==> config.mk <==
export PLATFORM = sky130hd
export DESIGN_NAME = adsr_envelope_generator_core
export DESIGN_NICKNAME = d
export VERILOG_FILES = /design/src/hw/rtl/adsr_pkg.sv /design/src/hw/rtl/adsr_mul.sv /design/src/hw/rtl/adsr_seq.sv /design/src/hw/rtl/adsr_envelope_generator_core.sv
export SDC_FILE = /design/constraint.sdc
export NUM_CORES = 2
export LEC_CHECK = 0
export BUFFER_PORTS_ARGS = -buffer_cell sky130_fd_sc_hd__buf_2
export CORE_ASPECT_RATIO = 0.5
export CORE_MARGIN = 5
export CORE_UTILIZATION = 71
export CTS_BUF_LIST = sky130_fd_sc_hd__clkbuf_16
export DETAILED_ROUTE_END_ITERATION = 8
export MAX_ROUTING_LAYER = met4
export PLACE_DENSITY = 0.88
export SYNTH_ARGS = -nofsm -noshare
export SYNTH_HDL_FRONTEND = slang
export SYNTH_SLANG_ARGS = --single-unit
==> constraint.sdc <==
create_clock -name clk -period 34 [get_ports clk]
set_clock_uncertainty 0.2 [all_clocks]
set_input_delay 6.8 -clock clk [delete_from_list [all_inputs] [get_ports clk]]
set_output_delay 6.8 -clock clk [all_outputs]
set_load 0.05 [all_outputs]
==> src/hw/rtl/adsr_pkg.sv <==
// adsr_pkg: shared types, constants and codes for the adsr envelope core
// no dependencies; imported by every module of the block
`default_nettype none

package adsr_pkg;

  localparam int LVL_W        = 31;
  localparam int FRAC_BITS    = 30;
  localparam int COUNT_BITS   = 10;
  localparam int PROD_W       = 2 * LVL_W;
  localparam int STEP_PROD_W  = LVL_W + COUNT_BITS;
  localparam int SUM_W        = STEP_PROD_W + 1;
  localparam int CFG_IDX_W    = 3;

  localparam logic [LVL_W-1:0] ONE_LVL   = LVL_W'(64'd1 << FRAC_BITS);
  localparam logic [LVL_W-1:0] QR_RATE   =
    LVL_W'(((64'd3 << FRAC_BITS) + 64'd5000) / 64'd10000);
  localparam logic [LVL_W-1:0] SUS_FLOOR =
    LVL_W'(((64'd1 << FRAC_BITS) + 64'd500) / 64'd1000);

  localparam logic [1:0] OP_TICK    = 2'd0;
  localparam logic [1:0] OP_TRIGGER = 2'd1;
  localparam logic [1:0] OP_RELEASE = 2'd2;
  localparam logic [1:0] OP_QUICK   = 2'd3;

  localparam logic [1:0] ST_ATTACK  = 2'd0;
  localparam logic [1:0] ST_DECAY   = 2'd1;
  localparam logic [1:0] ST_SUSTAIN = 2'd2;
  localparam logic [1:0] ST_RELEASE = 2'd3;

  localparam logic [CFG_IDX_W-1:0] CFG_ATTACK_STEP   = CFG_IDX_W'(0);
  localparam logic [CFG_IDX_W-1:0] CFG_DECAY_STEP    = CFG_IDX_W'(1);
  localparam logic [CFG_IDX_W-1:0] CFG_SUSTAIN_LEVEL = CFG_IDX_W'(2);
  localparam logic [CFG_IDX_W-1:0] CFG_RELEASE_STEP  = CFG_IDX_W'(3);

  typedef struct packed {
    logic [1:0]            opcode;
    logic [COUNT_BITS-1:0] sample_count;
  } item_t;

  typedef struct packed {
    logic [LVL_W-1:0] gain;
    logic [1:0]       stage;
    logic             done_res;
  } result_t;

  typedef enum logic [2:0] {
    SEQ_IDLE,
    SEQ_MUL_STEP,
    SEQ_ACCUM,
    SEQ_MUL_SCALE,
    SEQ_COMMIT
  } seq_state_t;

  typedef struct packed {
    logic idle;
    logic mul_en;
    logic sel_scale;
    logic acc_en;
    logic commit;
  } ctrl_t;

endpackage

`default_nettype wire

==> src/hw/rtl/adsr_mul.sv <==
// adsr_mul: shared 31x31 unsigned multiplier with registered product
// depends on adsr_pkg
`default_nettype none

module adsr_mul
  import adsr_pkg::*;
(
  input  wire logic              clk,
  input  wire logic              en,
  input  wire logic [LVL_W-1:0]  a,
  input  wire logic [LVL_W-1:0]  b,
  output logic      [PROD_W-1:0] prod
);

  always_ff @(posedge clk) begin
    if (en) begin
      prod <= PROD_W'(a) * PROD_W'(b);
    end
  end

endmodule

`default_nettype wire

==> src/hw/rtl/adsr_seq.sv <==
// adsr_seq: sequencer stepping one transaction through the shared multiplier
// depends on adsr_pkg
`default_nettype none

module adsr_seq
  import adsr_pkg::*;
(
  input  wire logic clk,
  input  wire logic rst,
  input  wire logic item_valid,
  input  wire logic out_free,
  output ctrl_t     ctrl
);

  seq_state_t state, state_next;

  always_ff @(posedge clk) begin
    if (rst) begin
      state <= SEQ_IDLE;
    end else begin
      state <= state_next;
    end
  end

  always_comb begin
    state_next = state;
    case (state)
      SEQ_IDLE:      if (item_valid) state_next = SEQ_MUL_STEP;
      SEQ_MUL_STEP:  state_next = SEQ_ACCUM;
      SEQ_ACCUM:     state_next = SEQ_MUL_SCALE;
      SEQ_MUL_SCALE: state_next = SEQ_COMMIT;
      SEQ_COMMIT:    if (out_free) state_next = SEQ_IDLE;
      default:       state_next = SEQ_IDLE;
    endcase
  end

  always_comb begin
    ctrl           = '0;
    ctrl.idle      = (state == SEQ_IDLE);
    ctrl.mul_en    = (state == SEQ_MUL_STEP) || (state == SEQ_MUL_SCALE);
    ctrl.sel_scale = (state == SEQ_MUL_SCALE);
    ctrl.acc_en    = (state == SEQ_ACCUM);
    ctrl.commit    = (state == SEQ_COMMIT) && out_free;
  end

endmodule

`default_nettype wire

==> src/hw/rtl/adsr_envelope_generator_core.sv <==
// adsr envelope core: an accepted item passes the multiply-step, accumulate, multiply-scale
// and commit states; one item at a time, with two passes through the shared multiplier
// the result register lets the next item be accepted while a result waits
// synchronous active-high reset: stage release, gain and accumulators zero,
// steps zero, sustain level 1.0
// depends on adsr_pkg, adsr_seq, adsr_mul
`default_nettype none

module adsr_envelope_generator_core
  import adsr_pkg::*;
(
  input  wire logic                 clk,
  input  wire logic                 rst,
  input  wire logic                 item_valid,
  output logic                      item_stall,
  input  wire item_t                item,
  output logic                      result_valid,
  input  wire logic                 result_stall,
  output result_t                   result,
  input  wire logic                 cfg_valid,
  output logic                      cfg_ready,
  input  wire logic [CFG_IDX_W-1:0] cfg_index,
  input  wire logic [LVL_W-1:0]     cfg_data
);

  ctrl_t ctrl;
  logic  out_free;
  logic  accept;

  logic [LVL_W-1:0] attack_step, decay_step, sustain_level, release_step;

  logic [1:0]       stage_reg, stage_next;
  logic [LVL_W-1:0] gain_reg, gain_next;
  logic [LVL_W-1:0] attack_acc, attack_acc_next;
  logic [LVL_W-1:0] decay_acc, decay_acc_next;
  logic [LVL_W-1:0] release_acc, release_acc_next;
  logic [LVL_W-1:0] release_start_gain, release_start_gain_next;
  logic             quick_release_flag, quick_release_flag_next;

  item_t            cur;
  logic [LVL_W-1:0] acc_v, stage_val, qr_gain;
  logic [LVL_W-1:0] acc_sel, step_sel, sus_sat;
  logic [SUM_W-1:0] acc_sum;
  logic [LVL_W-1:0] acc_sat;
  logic [STEP_PROD_W-1:0] step_prod;
  logic [LVL_W-1:0] mul_a, mul_b, scaled;
  logic [PROD_W-1:0] prod;

  assign out_free   = !result_valid || !result_stall;
  assign item_stall = rst || !ctrl.idle;
  assign accept     = item_valid && !item_stall;
  assign cfg_ready  = !rst;

  adsr_seq u_seq (
    .clk        (clk),
    .rst        (rst),
    .item_valid (item_valid),
    .out_free   (out_free),
    .ctrl       (ctrl)
  );

  adsr_mul u_mul (
    .clk  (clk),
    .en   (ctrl.mul_en),
    .a    (mul_a),
    .b    (mul_b),
    .prod (prod)
  );

  // configuration
  always_ff @(posedge clk) begin
    if (rst) begin
      attack_step   <= '0;
      decay_step    <= '0;
      sustain_level <= ONE_LVL;
      release_step  <= '0;
    end else if (cfg_valid && cfg_ready) begin
      case (cfg_index)
        CFG_ATTACK_STEP:   attack_step   <= cfg_data;
        CFG_DECAY_STEP:    decay_step    <= cfg_data;
        CFG_SUSTAIN_LEVEL: sustain_level <= cfg_data;
        CFG_RELEASE_STEP:  release_step  <= cfg_data;
        default:           ;
      endcase
    end
  end

  always_ff @(posedge clk) begin
    if (accept) begin
      cur <= item;
    end
  end

  assign sus_sat = (sustain_level > ONE_LVL) ? ONE_LVL : sustain_level;

  always_comb begin
    case (stage_reg)
      ST_ATTACK: begin
        step_sel = attack_step;
        acc_sel  = attack_acc;
      end
      ST_DECAY: begin
        step_sel = decay_step;
        acc_sel  = decay_acc;
      end
      ST_RELEASE: begin
        step_sel = release_step;
        acc_sel  = release_acc;
      end
      default: begin
        step_sel = '0;
        acc_sel  = '0;
      end
    endcase
  end

  // multiplier operand select
  always_comb begin
    if (!ctrl.sel_scale) begin
      mul_a = quick_release_flag ? QR_RATE : step_sel;
      mul_b = LVL_W'(cur.sample_count);
    end else if (stage_reg == ST_DECAY) begin
      mul_a = ONE_LVL - sus_sat;
      mul_b = stage_val;
    end else begin
      mul_a = release_start_gain;
      mul_b = ONE_LVL - stage_val;
    end
  end

  // accumulate step product and saturate
  assign step_prod = prod[STEP_PROD_W-1:0];
  assign acc_sum   = SUM_W'(acc_sel) + SUM_W'(step_prod);
  assign acc_sat   = (acc_sum > SUM_W'(ONE_LVL)) ? ONE_LVL : acc_sum[LVL_W-1:0];

  always_ff @(posedge clk) begin
    if (ctrl.acc_en) begin
      acc_v     <= acc_sat;
      stage_val <= (step_sel == '0) ? ONE_LVL : acc_sat;
      qr_gain   <= (STEP_PROD_W'(gain_reg) > step_prod)
                   ? LVL_W'(STEP_PROD_W'(gain_reg) - step_prod) : '0;
    end
  end

  assign scaled = prod[FRAC_BITS +: LVL_W];

  // state update on commit
  always_comb begin
    stage_next              = stage_reg;
    gain_next               = gain_reg;
    attack_acc_next         = attack_acc;
    decay_acc_next          = decay_acc;
    release_acc_next        = release_acc;
    release_start_gain_next = release_start_gain;
    quick_release_flag_next = quick_release_flag;
    case (cur.opcode)
      OP_TICK: begin
        if (quick_release_flag) begin
          gain_next = qr_gain;
        end else begin
          case (stage_reg)
            ST_ATTACK: begin
              attack_acc_next = acc_v;
              if (stage_val >= ONE_LVL) begin
                gain_next  = ONE_LVL;
                stage_next = ST_DECAY;
              end else begin
                gain_next = stage_val;
              end
            end
            ST_DECAY: begin
              decay_acc_next = acc_v;
              if ((ONE_LVL - scaled) <= sus_sat) begin
                gain_next  = sus_sat;
                stage_next = ST_SUSTAIN;
              end else begin
                gain_next = ONE_LVL - scaled;
              end
            end
            ST_SUSTAIN: begin
              gain_next = (sus_sat > SUS_FLOOR) ? sus_sat : SUS_FLOOR;
            end
            default: begin
              release_acc_next = acc_v;
              gain_next        = scaled;
            end
          endcase
        end
      end
      OP_TRIGGER: begin
        stage_next              = ST_ATTACK;
        gain_next               = '0;
        attack_acc_next         = '0;
        decay_acc_next          = '0;
        release_acc_next        = '0;
        quick_release_flag_next = 1'b0;
      end
      OP_RELEASE: begin
        stage_next              = ST_RELEASE;
        release_start_gain_next = gain_reg;
      end
      default: begin
        quick_release_flag_next = 1'b1;
      end
    endcase
  end

  always_ff @(posedge clk) begin
    if (rst) begin
      stage_reg          <= ST_RELEASE;
      gain_reg           <= '0;
      attack_acc         <= '0;
      decay_acc          <= '0;
      release_acc        <= '0;
      release_start_gain <= '0;
      quick_release_flag <= 1'b0;
    end else if (ctrl.commit) begin
      stage_reg          <= stage_next;
      gain_reg           <= gain_next;
      attack_acc         <= attack_acc_next;
      decay_acc          <= decay_acc_next;
      release_acc        <= release_acc_next;
      release_start_gain <= release_start_gain_next;
      quick_release_flag <= quick_release_flag_next;
    end
  end

  // result register
  always_ff @(posedge clk) begin
    if (rst) begin
      result_valid <= 1'b0;
    end else if (ctrl.commit) begin
      result_valid <= 1'b1;
    end else if (!result_stall) begin
      result_valid <= 1'b0;
    end
  end

  always_ff @(posedge clk) begin
    if (ctrl.commit) begin
      result.gain     <= gain_next;
      result.stage    <= stage_next;
      result.done_res <= (gain_next == '0);
    end
  end

endmodule

`default_nettype wire

## After elaboration in Yosys (flattened, before gate mapping)

Cells that the tools add are included.
Widths: inputs -> output; s select.

- Mux-type cells: 35
- Reductions and logical operators: 30
- Multiply operators: 1
- Bitwise gates (word level): 1
- Magnitude comparators: 6
- Equality and inequality tests: 19
- $add $sub $neg: 5

Operators by type and width:

| operator | number |
|---|---|
| $mux 31 | 17 |
| $pmux 31 s3 | 3 |
| $pmux 31 s2 | 4 |
| $sub 31x31->31 const A | 3 |
| $logic_not 31->1 | 2 |
| $mul 31x31->61 | 1 |
| $add 31x41->42 | 1 |
| $gt 42x31->1 const B | 1 |
| $gt 31x41->1 | 1 |
| $ge 31x31->1 const B | 1 |
| $gt 31x21->1 const B | 1 |
| $gt 31x31->1 const B | 1 |
| $le 31x31->1 | 1 |
| $sub 31x31->31 | 1 |
| $pmux 3 s5 | 1 |
| $reduce_and 2->1 | 7 |
| $eq 3x2->1 const B | 4 |
| $reduce_and 4->1 | 3 |
| $ne 2x2->1 const B | 4 |
| $eq 2x2->1 const B | 3 |
| $eq 3x1->1 const B | 2 |
| $logic_not 3->1 | 2 |
| $mux 2 | 3 |
| $mux 3 | 2 |
| 15 further kinds | 28 |

- Input bits: 51
- Bits in registers: 486
- Logic and storage cells: 119
- Output and inout bits: 37

## Longest topological paths before layout

- Depth after elaboration: 8
- Depth in mapped cells: 43
- Depth with buffers taken out: 40

## Hierarchy

Synthesis repeated with hierarchy kept, for this count alone.

- Cells, all modules: 6722
- Area total of the unflattened synthesis: 58692.5 um^2

By module, submodules not included:

| module | area an instance (um^2) | cells each | instances | seq. area each (um^2) |
|---|---|---|---|---|
| adsr_mul | 33240.6 | 3538 | 1 | 1861.8 |
| adsr_envelope_generator_core | 25298.0 | 3168 | 1 | 9839.4 |
| adsr_seq | 153.9 | 16 | 1 | 60.1 |

## Least setup slack after synthesis

Ideal clock, no wire load.

- Path kind: input port to output port
- Start point: input port rst
- End point: output port item_stall
- Stages: 2
- Setup slack: 19400 ps
- Arrival: 7600 ps
- Cells stage by stage: clkbuf_1 > or4_1

- Longest elaborated chain between the ends: 1

Ends and longest elaborated chain:

| item | RTL line | source |
|---|---|---|
| start, declared | adsr_envelope_generator_core.sv:13 | `input wire logic rst,` |
| $logic_or 1x1->1 | adsr_envelope_generator_core.sv:50 | `assign item_stall = rst \|\| !ctrl.idle;` |
| end, declared | adsr_envelope_generator_core.sv:15 | `output logic item_stall,` |

Every way passes these cells.

## Worst setup path after layout

Ends and elaborated chain as after synthesis.

==> impl_metrics.py <==
metrics = {
    "timing": {
        "final_hold_viol_count": 0,
        "setup_viol": 0,
        "grt_setup_unrepaired": "no",
        "worst_slew_margin_relative_to_its_limit": -0.05432,
        "final_period_minus_worst_setup_slack_ps": 15010,
        "maxClockFrequency_mhz": 66.64,
        "fin_tns_setup_ps": 0,
        "post-route-worst-setup-slack_ps": 18990,
        "timing_worst_slew_pin_value_ps": 1572,
        "final_period_utilization": 0.4413,
        "final_number_of_max_transition_violations": 4,
    },
    "floorplanning": {
        "ioPinCount": 88,
        "start_util": 0.7152,
        "die_width_um": 409.9,
        "core.rowCount": 73,
        "placeableCoreArea_um2": 79370,
        "total_die_area_um2": 86050,
        "die_y_um": 209.9,
    },
    "yosys": {
        "postSynthRegisterBits": 486,
        "synth_top_family_by_area": "adder cells",
        "synth.avg_cell_area_um2": 8.531,
        "synth_flop_cell": "sky130_fd_sc_hd__dfxtp_1",
        "synth_area_in_adders": 0.3716,
        "net_count_after_synthesis": 7888,
        "synth_enable_flop_cells": 200,
        "synth_sequential_area_ratio": 0.2067,
        "synth.lib_cells_used.distinct": 100,
        "cell_area_after_synthesis_um2": 56770,
        "yosys_warnings": 0,
        "synthSimpleGateAreaFrac": 0.1840,
        "synth-xor-area-share": 0.02654,
        "synth-async-reset-ratio": 0,
        "post_synth_mux_area_share": 0.01203,
        "syn-instance-count": 6654,
        "synth_compound_area_frac": 0.1140,
    },
    "hold_path": {
        "holdPathStages": 2,
        "worst_hold_path_type": "reg -> reg",
        "hold-path-endpoint": "decay_acc[7]",
        "worst_min_delay_path_startpoint": "decay_acc[7]",
    },
    "layout": {
        "largest_reg_flops": 61,
        "drive_above_1_share": 0.06304,
        "largestRegisters": "u_mul.prod x61, result x34",
        "final_area_um2": 59830,
        "total_nets_final": 7780,
        "finalCoreUtilization": 0.7538,
        "largest-register": "u_mul.prod",
        "area_growth_syn_to_layout_pct": 5.398,
    },
    "worst_setup_path": {
        "worst_ep_arrival_time_ps": 8010,
        "start_kind": "primary input",
        "worst_r2r_path_depth": 36,
        "critical_path_end_type": "primary output",
        "r2r_setup_slack_ps": 20930,
        "crit-reg2reg-launch": "sustain_level[25]",
        "critPathKind": "in -> out",
        "r2r_end": "u_mul.prod[59]",
        "timing.critical_path.required_ps": 27000,
        "timing.critical_path.fanout_max": 100,
    },
    "clocking": {
        "worst_skew_pair.late_latency_ps": 620,
        "cts.sink_count": 486,
        "cts_hold_repair.buffers": 0,
        "post-cts-setup-buffers": 0,
        "post_cts_resize_count": 0,
        "total_cts_buffers": 47,
        "clk_pin_slew_ps": 60,
        "cts.root.buffer_cell": "sky130_fd_sc_hd__clkbuf_16",
        "htree_levels": 2,
        "cts_buffer_depth": 3,
        "cts_tree": "done",
    },
    "global_routing": {
        "via_count_of_the_first_global_routing_pass": 51300,
        "pin_count_of_the_biggest_net_entering_global_routing": 101,
        "grt_use_total": 0.4852,
        "gr-total-overflow": 0,
        "initial_antenna_violation_count": 8,
        "grt_first_pass_wirelength_um": 306100,
    },
    "placed_design": {
        "io_buffer_count": 87,
        "placement.cell_area_um2": 58280,
        "placement.setup.worst_slack_ps": 19030,
        "gp_routability_congestion": 1.097,
        "dpl_hpwl_um": 157200,
    },
    "routing": {
        "antenna_left": 0,
        "viasPerCell": 6.682,
        "first_iter_violations": 7176,
        "routed_wire_length_per_instance_um": 26.79,
        "firstDrtPassIters": 7,
        "number_of_remaining_drc_errors": 0,
        "detail_route.wirelength_um": 204800,
        "vias": 51080,
    },
    "pwr": {
        "power.leakage_uw": 0.02709,
        "vdd.ir_drop.worst_v": 0.00003882,
        "report.power.total_uw": 1613,
        "power_density_nw_per_um2": 26.96,
    },
    "status": {
        "failing_checks": "capacitance limit, slew limit",
        "outcome": "finished, violations left",
    },
    "run": {
        "max_cap_viol_count": 1,
    },
}
## cells in the mapped netlist (all sizes together), types with 108 or more instances
cell / instances / share of area
nand2: 1097 / 0.073
inv: 875 / 0.058
fa: 838 / 0.30
nor2: 790 / 0.052
a21oi: 417 / 0.037
ha: 345 / 0.076
clkbuf: 307 / 0.020
dfxtp: 286 / 0.10
o21ai: 243 / 0.022
edfxtp: 200 / 0.11
nand3: 176 / 0.016
nor3: 108 / 0.012
## cells by family after synthesis
family | count (synthesis)
flip-flops | 486
AND/OR/NAND/NOR | 2436
AO/OA/AOI/OAI | 1048
XOR/XNOR | 172
adder cells (fa/ha/maj) | 1183
buffers and inverters | 1261
multiplexers | 68
## worst max-delay path: stages
cell and delay [ps]:
sky130_fd_sc_hd__clkbuf_8 350, sky130_fd_sc_hd__or4_1 560, sky130_fd_sc_hd__buf_2 230
## worst max path at each step
| stage | from | end | slack (ps) | cells after the start |
|---|---|---|---|---|
| 6_report | rst | item_stall | 18990 | 3 |
| 5_1_grt | rst | item_stall | 18950 | 3 |
| 4_1_cts | rst | item_stall | 19040 | 3 |
| 3_5_place_dp | rst | item_stall | 19030 | 3 |
| 3_3_place_gp | rst | item_stall | 19020 | 3 |
| 2_1_floorplan | rst | item_stall | 19400 | 2 |
## stage by stage
step	hold WS (ps)	std cells
floorplan	235.7	6654
global route	269.8	7639
global placement	240.4	7547
finish	252.1	7644
CTS	255.0	7633
detailed placement	246.1	7547
## layer usage
| layer | global-route usage | share of wire | wire [um] | vias up |
|---|---|---|---|---|
| li1 | - | - | - | 21170 |
| met1 | 0.6030 | 0.35 | 70730 | 24630 |
| met2 | 0.6822 | 0.41 | 84600 | 4172 |
| met3 | 0.1939 | 0.17 | 34840 | 1101 |
| met4 | 0.2644 | 0.071 | 14640 | 0 |
| met5 | - | 0 | 0 | - |
## where the power goes
| part | switching [uW] | internal, uW | total, uW |
|---|---|---|---|
| registers | 36.1 | 633 | 669 |
| logic | 292 | 120 | 412 |
| clock network | 249 | 284 | 533 |
## area by class of cell
| type | instances | area [um^2] |
|---|---|---|
| inverters | 876 | 3288 |
| well taps | 1050 | 1314 |
| fillers | 5504 | 19540 |
| clock buffers | 50 | 1251 |
| flip-flops and latches | 486 | 11740 |
| multi-input cells | 4907 | 40440 |
| diodes | 11 | 27.53 |
| clock inverters | 36 | 270.3 |
| repair buffers | 228 | 1503 |
## cells in the final DEF, fill, tap and decap left out, drive strengths merged, types with 176 or more instances in the layout
master / synthesis / routed
ha: 345 / 345
fa: 838 / 838
inv: 875 / 885
o21ai: 243 / 243
nor2: 790 / 790
dfxtp: 286 / 286
a21oi: 417 / 417
nand3: 176 / 176
edfxtp: 200 / 200
nand2: 1097 / 1097
buf: 78 / 227
(Power assumes the default switching activity.)
